### config.mk
export PLATFORM = sky130hd
export DESIGN_NAME = base64_encoder_line_wrap
export DESIGN_NICKNAME = d
export VERILOG_FILES = /design/src/rtl/b64e_pkg.sv /design/src/rtl/base64_encoder_line_wrap.sv /design/src/rtl/b64e_front.sv /design/src/rtl/b64e_gq.sv /design/src/rtl/b64e_back.sv
export SDC_FILE = /design/constraint.sdc
export NUM_CORES = 1
export LEC_CHECK = 0
export BUFFER_PORTS_ARGS = -buffer_cell sky130_fd_sc_hd__buf_2
export CAP_MARGIN = 20
export CORE_MARGIN = 1.5
export CORE_UTILIZATION = 35
export DETAILED_ROUTE_END_ITERATION = 10
export GPL_TIMING_DRIVEN = 0
export MAX_ROUTING_LAYER = met4
export RECOVER_POWER = 100
export SLEW_MARGIN = 0
export SYNTH_ARGS = -nofsm -noshare
export SYNTH_HDL_FRONTEND = slang
export SYNTH_HIERARCHICAL = 1
export SYNTH_SLANG_ARGS = --single-unit
### constraint.sdc
create_clock -name clock -period 3.22 [get_ports clock]
set_input_delay 0.161 -clock clock [delete_from_list [all_inputs] [get_ports clock]]
set_output_delay 0.161 -clock clock [all_outputs]
set_load 0.02 [all_outputs]
### src/rtl/b64e_pkg.sv
// Shared types, constants and the base64 digit function for the encoder.
package b64e_pkg;

   localparam int GQ_DEPTH = 2;
   localparam int GQ_AW    = 1;

   localparam logic [7:0] PAD_CHAR     = 8'h3D;
   localparam logic [7:0] NEWLINE_CHAR = 8'h0A;
   localparam logic [9:0] COLUMN_MAX   = 10'h3FF;

   localparam logic [2:0] REG_LINE_SIZE = 3'd0;

   // One group of up to three bytes handed from the front to the back.
   typedef struct packed {
      logic [23:0] bits;
      logic [1:0]  used;
      logic        fin;
   } grp_type;

   // Head of the group queue as seen by the back.
   typedef struct packed {
      logic    valid;
      grp_type grp;
   } gq_head_type;

   function automatic logic [7:0] b64_digit(input logic [5:0] v);
      logic [7:0] r;
      if (v < 6'd26) begin
         r = 8'h41 + {2'b00, v};
      end else if (v < 6'd52) begin
         r = 8'h61 + {2'b00, v} - 8'd26;
      end else if (v < 6'd62) begin
         r = 8'h30 + {2'b00, v} - 8'd52;
      end else if (v == 6'd62) begin
         r = 8'h2B;
      end else begin
         r = 8'h2F;
      end
      return r;
   endfunction

endpackage

### src/rtl/base64_encoder_line_wrap.sv
// Path: a byte that completes a group, or the final byte, is written into the group queue;
// the back registers its characters onto the result ports; a held byte produces nothing.
// Throughput: the back emits one character per cycle unless a waiting result is not popped;
// a group gives four characters plus inserted newlines; the two-entry group queue absorbs bursts.
// Reset (synchronous) clears pending bytes, queue, column and output valid; line_size = 0.
module base64_encoder_line_wrap import b64e_pkg::*; (
   input  logic        clock,
   input  logic        reset,
   input  logic        push,
   output logic        full,
   input  logic [7:0]  req_data_byte,
   input  logic        req_final_byte,
   output logic        empty,
   input  logic        pop,
   output logic [7:0]  rsp_out_char,
   output logic        rsp_run_last,
   output logic        rsp_text_end,
   input  logic        psel,
   input  logic        penable,
   input  logic        pwrite,
   input  logic [2:0]  paddr,
   input  logic [31:0] pwdata,
   output logic [31:0] prdata,
   output logic        pready
);

   logic [9:0]  line_size_ff;
   logic        gq_full;
   logic        gq_wr;
   grp_type     gq_wdata;
   logic        gq_rd;
   gq_head_type gq_head;

   assign pready = 1'b1;
   assign prdata = (paddr == REG_LINE_SIZE) ? {22'h0, line_size_ff} : 32'h0;

   always_ff @(posedge clock) begin
      if (reset) begin
         line_size_ff <= 10'd0;
      end else if (psel && penable && pwrite && pready && !paddr[2]) begin
         line_size_ff <= pwdata[9:0];
      end
   end

   b64e_front u_front (
      .clock      (clock),
      .reset      (reset),
      .push       (push),
      .data_byte  (req_data_byte),
      .final_byte (req_final_byte),
      .gq_full    (gq_full),
      .full       (full),
      .gq_wr      (gq_wr),
      .gq_wdata   (gq_wdata)
   );

   b64e_gq u_gq (
      .clock (clock),
      .reset (reset),
      .wr    (gq_wr),
      .wdata (gq_wdata),
      .rd    (gq_rd),
      .full  (gq_full),
      .head  (gq_head)
   );

   b64e_back u_back (
      .clock     (clock),
      .reset     (reset),
      .line_size (line_size_ff),
      .head      (gq_head),
      .gq_rd     (gq_rd),
      .pop       (pop),
      .empty     (empty),
      .out_char  (rsp_out_char),
      .run_last  (rsp_run_last),
      .text_end  (rsp_text_end)
   );

endmodule

### src/rtl/b64e_front.sv
// Front end: gathers bytes in threes and pushes full or final groups.
module b64e_front import b64e_pkg::*; (
   input  logic       clock,
   input  logic       reset,
   input  logic       push,
   input  logic [7:0] data_byte,
   input  logic       final_byte,
   input  logic       gq_full,
   output logic       full,
   output logic       gq_wr,
   output grp_type    gq_wdata
);

   logic [15:0] pend_ff, pend_in;
   logic [1:0]  cnt_ff, cnt_in;
   logic        accept;

   assign full   = gq_full;
   assign accept = push & ~gq_full;

   always_comb begin
      gq_wr          = accept & (final_byte | (cnt_ff == 2'd2));
      gq_wdata.fin   = final_byte;
      gq_wdata.bits  = {data_byte, 16'h0000};
      gq_wdata.used  = 2'd1;
      case (cnt_ff)
         2'd0: begin
            gq_wdata.bits = {data_byte, 16'h0000};
            gq_wdata.used = 2'd1;
         end
         2'd1: begin
            gq_wdata.bits = {pend_ff[7:0], data_byte, 8'h00};
            gq_wdata.used = 2'd2;
         end
         default: begin
            gq_wdata.bits = {pend_ff, data_byte};
            gq_wdata.used = 2'd3;
         end
      endcase

      pend_in = pend_ff;
      cnt_in  = cnt_ff;
      if (gq_wr) begin
         pend_in = 16'h0000;
         cnt_in  = 2'd0;
      end else if (accept) begin
         pend_in = {pend_ff[7:0], data_byte};
         cnt_in  = cnt_ff + 2'd1;
      end
   end

   always_ff @(posedge clock) begin
      if (reset) begin
         pend_ff <= 16'h0000;
         cnt_ff  <= 2'd0;
      end else begin
         pend_ff <= pend_in;
         cnt_ff  <= cnt_in;
      end
   end

endmodule

### src/rtl/b64e_gq.sv
// Short group queue between the front and the back.
module b64e_gq import b64e_pkg::*; (
   input  logic        clock,
   input  logic        reset,
   input  logic        wr,
   input  grp_type     wdata,
   input  logic        rd,
   output logic        full,
   output gq_head_type head
);

   grp_type               mem [GQ_DEPTH];
   logic [GQ_AW-1:0]      wptr_ff, rptr_ff;
   logic [GQ_AW:0]        cnt_ff, cnt_in;
   logic                  do_rd;

   assign full       = (cnt_ff == GQ_DEPTH[GQ_AW:0]);
   assign head.valid = (cnt_ff != '0);
   assign head.grp   = mem[rptr_ff];
   assign do_rd      = rd & head.valid;

   always_comb begin
      cnt_in = cnt_ff;
      if (wr && !do_rd) begin
         cnt_in = cnt_ff + 1'b1;
      end else if (!wr && do_rd) begin
         cnt_in = cnt_ff - 1'b1;
      end
   end

   always_ff @(posedge clock) begin
      if (wr) begin
         mem[wptr_ff] <= wdata;
      end
   end

   always_ff @(posedge clock) begin
      if (reset) begin
         wptr_ff <= '0;
         rptr_ff <= '0;
         cnt_ff  <= '0;
      end else begin
         cnt_ff <= cnt_in;
         if (wr) begin
            wptr_ff <= wptr_ff + 1'b1;
         end
         if (do_rd) begin
            rptr_ff <= rptr_ff + 1'b1;
         end
      end
   end

endmodule

### src/rtl/b64e_back.sv
// Back end: turns queued groups into characters with line wrapping.
module b64e_back import b64e_pkg::*; (
   input  logic        clock,
   input  logic        reset,
   input  logic [9:0]  line_size,
   input  gq_head_type head,
   output logic        gq_rd,
   input  logic        pop,
   output logic        empty,
   output logic [7:0]  out_char,
   output logic        run_last,
   output logic        text_end
);

   logic [1:0] idx_ff, idx_in;
   logic [9:0] col_ff, col_in;
   logic       ovld_ff, ovld_in;
   logic [7:0] ochar_ff, ochar_in;
   logic       olast_ff, olast_in;
   logic       oend_ff, oend_in;
   logic       go;
   logic       need_nl;
   logic [5:0] sextet;
   logic       pad;

   assign empty    = ~ovld_ff;
   assign out_char = ochar_ff;
   assign run_last = olast_ff;
   assign text_end = oend_ff;

   always_comb begin
      case (idx_ff)
         2'd0:    sextet = head.grp.bits[23:18];
         2'd1:    sextet = head.grp.bits[17:12];
         2'd2:    sextet = head.grp.bits[11:6];
         default: sextet = head.grp.bits[5:0];
      endcase
      pad     = (idx_ff > head.grp.used);
      go      = head.valid & (~ovld_ff | pop);
      need_nl = (line_size != 10'd0) && (col_ff == line_size);

      idx_in   = idx_ff;
      col_in   = col_ff;
      ovld_in  = ovld_ff & ~pop;
      ochar_in = ochar_ff;
      olast_in = olast_ff;
      oend_in  = oend_ff;
      gq_rd    = 1'b0;

      if (go) begin
         ovld_in = 1'b1;
         if (need_nl) begin
            ochar_in = NEWLINE_CHAR;
            olast_in = 1'b0;
            oend_in  = 1'b0;
            col_in   = 10'd0;
         end else begin
            ochar_in = pad ? PAD_CHAR : b64_digit(sextet);
            olast_in = (idx_ff == 2'd3);
            oend_in  = (idx_ff == 2'd3) & head.grp.fin;
            col_in   = (col_ff < COLUMN_MAX) ? col_ff + 10'd1 : col_ff;
            idx_in   = idx_ff + 2'd1;
            if (idx_ff == 2'd3) begin
               gq_rd = 1'b1;
               if (head.grp.fin) begin
                  col_in = 10'd0;
               end
            end
         end
      end
   end

   always_ff @(posedge clock) begin
      if (reset) begin
         idx_ff   <= 2'd0;
         col_ff   <= 10'd0;
         ovld_ff  <= 1'b0;
         olast_ff <= 1'b0;
         oend_ff  <= 1'b0;
      end else begin
         idx_ff   <= idx_in;
         col_ff   <= col_in;
         ovld_ff  <= ovld_in;
         olast_ff <= olast_in;
         oend_ff  <= oend_in;
      end
      ochar_ff <= ochar_in;
   end

endmodule

After elaboration in Yosys (flattened, before gate mapping):

Memory sizes are Yosys's and may differ from the RTL's. A register that Yosys moved wholly into a read port is not among the register bits.
Cells that the tools add are included.

* register bits: 55
* RAM bits: 54
* output and inout port bits: 45
* word-level logic and storage cells: 93
* memories kept: 1

* add/subtract/negate cells: 12
* order comparisons: 5
* equality and inequality tests: 8
* mux-type cells: 24
* bitwise operators: 12
* reductions and logical operators: 18

Memory list
* u_gq.mem: depth 2, width 27, read ports 1, clocked after Yosys merged registers in 1, wr ports 1, RTL line b64e_gq.sv:12 `grp_type mem [GQ_DEPTH];`

Operators with widths (number)
* case mux 26 bit (2 select lines): 1
* two-way mux 10 bit: 5
* two-way mux 8 bit: 3
* case mux 6 bit (3 select lines): 1
* adder 7 x 6 -> 8 bit, first input constant: 2
* less-than comparator 6 bit, second input constant: 2
* adder 10 x 1 -> 10 bit, second input constant: 1
* == test 10 bit: 1
* less-than comparator 10 bit, second input constant: 1
* two-way mux 1 bit: 10
* nonzero test 10 bit: 1
* == test 2 bit, second input constant: 4
* subtractor 8 x 5 -> 8 bit, second input constant: 1
* subtractor 8 x 6 -> 8 bit, second input constant: 1
* adder 6 x 6 -> 7 bit, first input constant: 1
* adder 2 x 1 -> 2 bit, second input constant: 3
* AND 1 bit: 6
* == test 6 bit, second input constant: 1
* logical AND 1 bit: 6
* less-than comparator 6 x 5 -> 1 bit, second input constant: 1
* two-way mux 6 bit: 1
* == test 2 x 1 -> 1 bit, second input constant: 2
* logical NOT 2 bit: 2
* two-way mux 2 bit: 2
* 11 further kinds: 20

Depth between registers and ports, before layout:

Gate-level depths: netlist (run 1).

* depth after elaboration: 8
* gate-level depth with buffers: 12
* mapped depth without buffers: 11

Modules after synthesis:

Netlist (run 1), hierarchy kept.

Modules (own cells, without submodules)
* b64e_gq: times used 1, cells an instance 106, area each 2157.1 um^2, seq. area each 1721.7 um^2
* b64e_back: times used 1, cells an instance 236, area each 1950.6 um^2, seq. area each 540.5 um^2
* b64e_front: times used 1, cells an instance 152, area each 1049.8 um^2, seq. area each 360.3 um^2
* base64_encoder_line_wrap: times used 1, cells an instance 80, area each 706.9 um^2, seq. area each 200.2 um^2

Worst setup path after synthesis (run 1):

No wires, ideal clock.

* kind: reg2reg
* start: register u_gq.cnt_ff[0]
* end: memory u_gq/mem[0][0] in the netlist's numbering, enable pin
* data arrival time: 2.519 ns
* data required time: 2.806 ns
* path slack: 0.287 ns
* cell stages (with the launch flop): 7
* buffers on the path: 2
* period minus slack after synthesis: 2.933 ns
* cell sequence: dfxtp_1 and2b_2 nand2b_4 buf_6 buf_2 nor2_1 nor2b_1

* longest elaborated chain between the ends: 6

Ends and longest elaborated chain
* from (decl): RTL line b64e_gq.sv:14 `logic [GQ_AW:0] cnt_ff, cnt_in;`
* from (signal assigned): RTL line b64e_gq.sv:43 `cnt_ff <= cnt_in;`
* == test 2 bit: RTL line b64e_gq.sv:17 `assign full = (cnt_ff == GQ_DEPTH[GQ_AW:0]);`
* via gq_full: RTL line base64_encoder_line_wrap.sv:28 `logic gq_full;`
* NOT 1 bit: RTL line b64e_front.sv:19 `assign accept = push & ~gq_full;`
* AND 1 bit: RTL line b64e_front.sv:19
* AND 1 bit: RTL line b64e_front.sv:22 `gq_wr = accept & (final_byte | (cnt_ff == 2'd2));`
* via gq_wr: RTL line base64_encoder_line_wrap.sv:29 `logic gq_wr;`
* two-way mux 1 bit: RTL line b64e_gq.sv:32 `if (wr) begin`
* two-way mux 1 bit (not written as such): RTL line b64e_gq.sv:33 `mem[wptr_ff] <= wdata;`
* to (decl): RTL line b64e_gq.sv:12

The timed path passes the listed nets, and every way through them passes these cells.

==> results.py, run 1 <==
metrics = {
    "outcome": {
        "status": "complete, no violations",
    },
    "clocking": {
        "clkTransAtPathRegs_ns": 0.08,
        "clock_latency_ns": 0.36,
        "cts_tree": "built",
        "cts_buffers": 9,
        "htreeDepth": 3,
        "ctsRootBufferMaster": "clkbuf_16",
        "clock_sinks": 110,
        "cts.path.max_buffers": 2,
    },
    "sta": {
        "tightestPinTransition_ns": 0.989,
        "final.setup.tns_ns": 0,
        "timing.final.crit_share": 0.965,
        "rsz0062_at_grt": "false",
        "setup_violations": 0,
        "relSlewSlack": 0.338,
        "max_freq_ghz": 0.322,
        "drv_slew": 0,
        "clock_skew_ns": 0.00825,
        "min_period_ns": 3.11,
        "hold_ws_ns": 0.0618,
        "hold_viol_final": 0,
    },
    "global_routing": {
        "grtUsageTotal": 0.156,
        "antenna_found_initial": 0,
        "grt_overflow_total": 0,
        "first_global_vias": 4213,
        "grt_start_max_net_pins": 22,
        "grt_pass1_wl_um": 21300,
    },
    "floorplanning": {
        "rows": 47,
        "dieArea_mm2": 0.0175,
        "start_util": 0.356,
        "fp.coreArea_mm2": 0.0165,
        "die_x_um": 132,
        "pin_count": 96,
        "die_y_um": 132,
    },
    "min_path": {
        "hp-class": "primary input to register",
        "hold-path-endpoint": "line_size_ff[5]$_SDFFE_PP0P_",
        "worstHoldPathCells": 3,
        "min_from": "pwdata[5]",
    },
    "setup_path": {
        "crit_path_max_incr_delay_ns": 0.54,
        "cp_slowest_cell": "or3_2",
        "cp_cell_sequence": "clkbuf_4, buf_6, mux2_2, a222oi_1, buf_4, mux2_2, inv_1, ha_2, inv_1, or3_2, nor4_1, a311oi_1",
        "critPathLaunchType": "register",
        "path_delay_family": "simple AND/OR/NAND/NOR gates",
        "required_ns": 3.30,
        "path_class": "register to register",
        "cp.buffers_inverters": 5,
        "crit_cells": 12,
        "r2r_slack_ns": 0.11,
        "ff2ff_path_depth": 12,
        "cp_max_fo": 10,
        "arrival_ns": 3.19,
        "r2r-end": "u_back/out_char[0]$_SDFFCE_PP0P_",
        "endpoint_kind": "register",
    },
    "pwr": {
        "p_leak_nw": 2.52,
        "peakVddDrop_mv": 0.303,
        "powerDensity_mw_per_mm2": 558,
    },
    "layout": {
        "layout_commonest_cell": "nand2_1",
        "final_cell_area_mm2": 0.00687,
        "layout-drive-gt1-share": 0.204,
        "mostFrequentLayoutCells": "82 x nand2_1, 62 x edfxtp_1, 48 x dfxtp_1, 40 x a21oi_1, 36 x clkbuf_1",
        "seq_area_mm2": 0.00282,
        "antenna_cells": 0,
        "nets": 732,
        "fillers": 1626,
        "syn_to_final_growth_pct": 17.2,
        "multi_input_area_mm2": 0.00272,
    },
    "synth": {
        "ys_seq_elements": 110,
        "synth-edff-count": 62,
        "async_reset_ff_frac": 0,
        "synth_warnings": 6,
        "ys.flop_type": "edfxtp_1",
        "ys_types": 70,
        "ys_seq_area_frac": 0.481,
        "syn_inst": 574,
        "syn_area_per_cell_um2": 10.2,
        "syn-cell-area_mm2": 0.00586,
    },
    "place": {
        "placed_area_mm2": 0.00651,
        "place_congestion": 0.842,
        "port_buffers": 50,
        "dpl.hpwl_um": 9540,
    },
    "drt": {
        "via_per_inst": 4.95,
        "drtAntennaViolNets": 0,
        "dr_total_vias": 4413,
        "first_pass_iters": 10,
        "drt-total-wl_um": 13000,
        "drtIter0Drc": 369,
        "wire_per_inst_um": 14.6,
        "post-route-drc-count": 0,
    },
    "run": {
        "max_cap_viol_count": 0,
    },
}
-- where the power goes --
part,total [mW],switching [mW],internal [mW]
combinational,0.983,0.604,0.380
clock,1.20,0.563,0.633
sequential,1.65,0.0466,1.61
total,3.83,1.21,2.62
-- worst max-delay path by stage --
stage                                      from                          endpoint  slack [ns]
floorplan           u_gq/cnt_ff[0]$_SDFFE_PP0P_          u_gq/mem[0][0]$_DFFE_PP_        0.29
global placement    u_gq/cnt_ff[0]$_SDFFE_PP0P_          u_gq/mem[0][5]$_DFFE_PP_       -0.53
detailed placement                     register  u_back/out_char[2]$_SDFFCE_PP0P_       -0.31
CTS                                    register  u_back/out_char[0]$_SDFFCE_PP0P_        0.01
global route                           register  u_back/out_char[2]$_SDFFCE_PP0P_       0.004
finish                                 register  u_back/out_char[0]$_SDFFCE_PP0P_        0.11
-- state kept, by name (all words and copies together) (netlist names), named ones only --
signal / flops
line_size_ff: 10
u_back/ovld_ff: 1
u_back/col_ff: 10
u_gq/cnt_ff: 2
u_gq/rptr_ff: 1
u_front/pend_ff: 16
u_back/text_end: 1
u_gq/wptr_ff: 1
u_gq/mem: 54
u_front/cnt_ff: 2
u_back/run_last: 1
u_back/idx_ff: 2
u_back/out_char: 8
-- cell type report --
type / instances / share of cell area
clock buffer: 9 / 0.0328
tap: 220 / 0.0401
clock inverter: 7 / 0.0151
sequential: 110 / 0.411
inverter: 24 / 0.0131
multi-input combinational: 413 / 0.395
timing repair buffer: 60 / 0.0472
buffer: 48 / 0.0457
-- metrics by stage --
| step | cells | util | power [mW] | setup slack [ns] |
|---|---|---|---|---|
| floorplan | 595 | - | 2.37 | 0.287 |
| detailed placement | 867 | 0.396 | 2.62 | -0.306 |
| finish | 891 | 0.417 | 3.83 | 0.111 |
| CTS | 891 | 0.420 | 3.86 | 0.0123 |
| global placement | 865 | 0.393 | 2.60 | -0.534 |
| global route | 891 | 0.417 | 4.03 | 0.00442 |
-- timing repair --
action                                  CTS  global route
pin swaps                                 5             1
gates cloned                              0             0
buffers inserted                          8             0
endpoints found under the setup margin    8             8
hold buffers                              0             0
resized for setup                         2            13
-- tightest hold or removal path: stages --
cell	delay, ns
buf_2	0.10
nand2b_1	0.06
mux2i_1	0.06
-- logic make-up after synthesis --
family | Yosys count | share of synthesized area
and+or+nand+nor | 203 | 0.180
DFF | 110 | 0.481
AOI/OAI and AO/OA | 109 | 0.122
buffers and inverters | 72 | 0.0710
muxes | 45 | 0.0856
xor gates and xnor gates | 18 | 0.0269
adders and majority gates | 15 | 0.0320
other | 2 | 0.00128
-- Yosys cell counts, types with 3 or more instances --
master | n | area, µm²
mux2i_1 | 13 | 130
mux2_2 | 28 | 315
inv_1 | 22 | 82.6
nand3_1 | 10 | 50.1
nor4_1 | 3 | 18.8
nand2_1 | 82 | 308
xor2_1 | 3 | 26.3
clkbuf_1 | 9 | 33.8
o21ai_1 | 5 | 25.0
o21ai_0 | 16 | 80.1
xnor2_1 | 15 | 131
o31ai_1 | 4 | 30.0
dfxtp_1 | 48 | 961
buf_4 | 29 | 218
a311oi_1 | 3 | 26.3
or3_1 | 3 | 18.8
nor2_1 | 20 | 75.1
a22oi_1 | 10 | 75.1
edfxtp_1 | 62 | 1860
buf_6 | 4 | 45.0
ha_1 | 15 | 188
a21oi_1 | 40 | 200
mux2i_2 | 3 | 41.3
and2_1 | 21 | 131
nand2b_1 | 24 | 150
a31oi_1 | 5 | 31.3
nand4_1 | 6 | 37.5
nor3_1 | 7 | 35.0
a222oi_1 | 5 | 50.1
a211oi_1 | 4 | 30.0
buf_2 | 6 | 30.0
-- metal layers --
| layer | wire length [µm] | up-vias | GRT usage | part of all wire |
|---|---|---|---|---|
| li1 | - | 2187 | - | - |
| met1 | 5970 | 2082 | 0.195 | 0.46 |
| met2 | 6190 | 125 | 0.250 | 0.47 |
| met3 | 670 | 19 | 0.0368 | 0.051 |
| met4 | 205 | 0 | 0.0543 | 0.016 |
| met5 | 0 | - | - | 0 |
(Power assumes the default switching activity.)
==> inputs of run 2 (changes only) <==
- clock period: 3.22 -> 3.43 ns (I/O delays scaled with it)
==> run 2 against run 1 <==
Critical path depth shrank 2. Combinational power shrank 6.7%. Sequential share of layout area grew 0.31 points. Die area is the same. Setup slack gained 0.017 ns. Core utilization shrank 0.31 points. Non-clock buffer count grew 3. Register-to-register slack gained 0.02 ns. Global-route usage shrank 0.059 points. Critical path type unchanged. Critical endpoint is now u_back/out_char[2]$_SDFFCE_PP0P_. Largest cell class unchanged. Highest routed layer unchanged.
==> results.py, run 2 (same netlist as run 1, synthesis figures left out) <==
metrics = {
    "clocking": {
        "cts.path.max_buffers": 2,
        "clkTransAtPathRegs_ns": 0.08,
        "cts_buffers": 9,
        "clock_latency_ns": 0.36,
        "holdBufCountCts": 0,
        "cts_tree": "built",
        "clock_sinks": 110,
        "ctsRootBufferMaster": "clkbuf_16",
        "htreeDepth": 3,
    },
    "layout": {
        "layout-drive-gt1-share": 0.191,
        "layout_commonest_cell": "nand2_1",
        "seq_area_mm2": 0.00282,
        "antenna_cells": 0,
        "multi_input_area_mm2": 0.00269,
        "mostFrequentLayoutCells": "82 x nand2_1, 62 x edfxtp_1, 48 x dfxtp_1, 41 x clkbuf_1, 40 x a21oi_1",
        "largest-register": "u_gq/mem",
        "syn_to_final_growth_pct": 16.3,
        "final_cells": 894,
        "largest_reg_flops": 54,
        "nets": 735,
        "reg.largest.list": "u_gq/mem: 54 flops, u_front/pend_ff: 16 flops",
        "fillers": 1638,
    },
    "drt": {
        "first_pass_iters": 7,
        "wire_per_inst_um": 14.5,
        "drtAntennaViolNets": 0,
        "via_per_inst": 4.96,
        "dr_total_vias": 4436,
        "drtIter0Drc": 350,
        "post-route-drc-count": 0,
        "drt-total-wl_um": 13000,
    },
    "pwr": {
        "peakVddDrop_mv": 0.282,
        "p_total_mw": 3.60,
        "p_leak_nw": 2.51,
        "powerDensity_mw_per_mm2": 527,
    },
    "sta": {
        "setup_violations": 0,
        "rsz0062_at_grt": "false",
        "drv_slew": 0,
        "final.setup.tns_ns": 0,
        "hold_viol_final": 0,
        "max_freq_ghz": 0.303,
        "relSlewSlack": 0.336,
        "tightestPinTransition_ns": 0.991,
        "clock_skew_ns": 0.00791,
        "timing.final.crit_share": 0.963,
        "min_period_ns": 3.30,
    },
    "setup_path": {
        "critPathLaunchType": "register",
        "path_class": "register to register",
        "arrival_ns": 3.41,
        "endpoint_kind": "register",
        "path_delay_family": "compound AO/OA/AOI/OAI gates",
        "cp_cell_sequence": "buf_2, buf_4, mux2_2, a222oi_1, mux2i_4, ha_1, inv_1, or3_2, a211oi_2, or3_1",
        "crit_path_max_incr_delay_ns": 0.63,
        "cp.buffers_inverters": 3,
        "cp_max_fo": 10,
        "cp_slowest_cell": "a222oi_1",
        "required_ns": 3.53,
    },
    "min_path": {
        "hp-class": "primary input to register",
    },
    "place": {
        "dpl.hpwl_um": 9540,
        "port_buffers": 50,
        "dp_cells": 867,
        "place_congestion": 0.842,
    },
    "floorplanning": {
        "die_x_um": 132,
        "start_util": 0.356,
        "dieArea_mm2": 0.0175,
        "fp.coreArea_mm2": 0.0165,
        "die_y_um": 132,
        "rows": 47,
        "pin_count": 96,
    },
    "run": {
        "max_cap_viol_count": 0,
    },
    "global_routing": {
        "grtUsageTotal": 0.156,
        "first_global_vias": 4185,
        "grt_overflow_total": 0,
        "antenna_found_initial": 0,
        "grt_start_max_net_pins": 22,
        "grt_pass1_wl_um": 21200,
    },
    "outcome": {
        "status": "complete, no violations",
    },
}
==> run 2: cell count changes in the layout (fill, tap and decap cells not counted), sizes merged <==
cell    before  now
clkbuf      48   52
buf         69   68
==> run 2: what timing repair did <==
item | in CTS | in global routing
hold endpoints to repair | 0 | 0
pin swaps | 2 | 3
endpoints found under the setup margin | 1 | 6
buffers inserted | 4 | 7
resized for setup | 0 | 2
==> run 2: where the power goes <==
part | switching (mW) | internal, mW | total (mW)
clock | 0.531 | 0.595 | 1.13
sequential | 0.0438 | 1.51 | 1.55
combinational | 0.563 | 0.354 | 0.917
==> run 2: path summary, 6_finish.rpt <==
kind,start,depth (start not counted),to,slack (ns)
setup / recovery,register,10,u_back/out_char[2]$_SDFFCE_PP0P_,0.13
hold / removal,pwdata[5],3,line_size_ff[5]$_SDFFE_PP0P_,0.07
setup reg to reg,register,10,u_back/out_char[2]$_SDFFCE_PP0P_,0.13
hold reg to reg,u_front/pend_ff[9]$_SDFFE_PP0P_,2,u_front/pend_ff[9]$_SDFFE_PP0P_,0.46
==> run 2: layout make-up <==
type                    count  area share
multi-input cells         413       0.394
well taps                 220      0.0404
repair buffers             63      0.0464
plain buffers              48      0.0440
inverters                  24      0.0132
flip-flops and latches    110       0.414
clock inverters             7      0.0152
clock buffers               9      0.0330
==> run 2: routing by layer <==
layer  GRT usage  up-vias  wire, µm
met5           -        -         0
met2       0.248      113      6180
met3      0.0349       18       565
met4      0.0537        0       204
li1            -     2192         -
met1       0.196     2113      6030
==> run 2: through the flow <==
step	worst slack [ns]	util	cell area, µm²	hold slack, ns
after floorplan	0.497	-	5940	0.241
after detailed placement	-0.0955	0.396	6510	0.448
final	0.129	0.414	6820	0.0704
after global routing	0.00274	0.414	6820	0.0662
after CTS	0.0209	0.417	6870	0.0625
after global placement	-0.324	0.393	6470	0.440
==> run 2: tightest hold or removal path, cell delays in order <==
cell and delay (ns):
buf_2 0.10, nand2b_1 0.06, mux2i_1 0.06
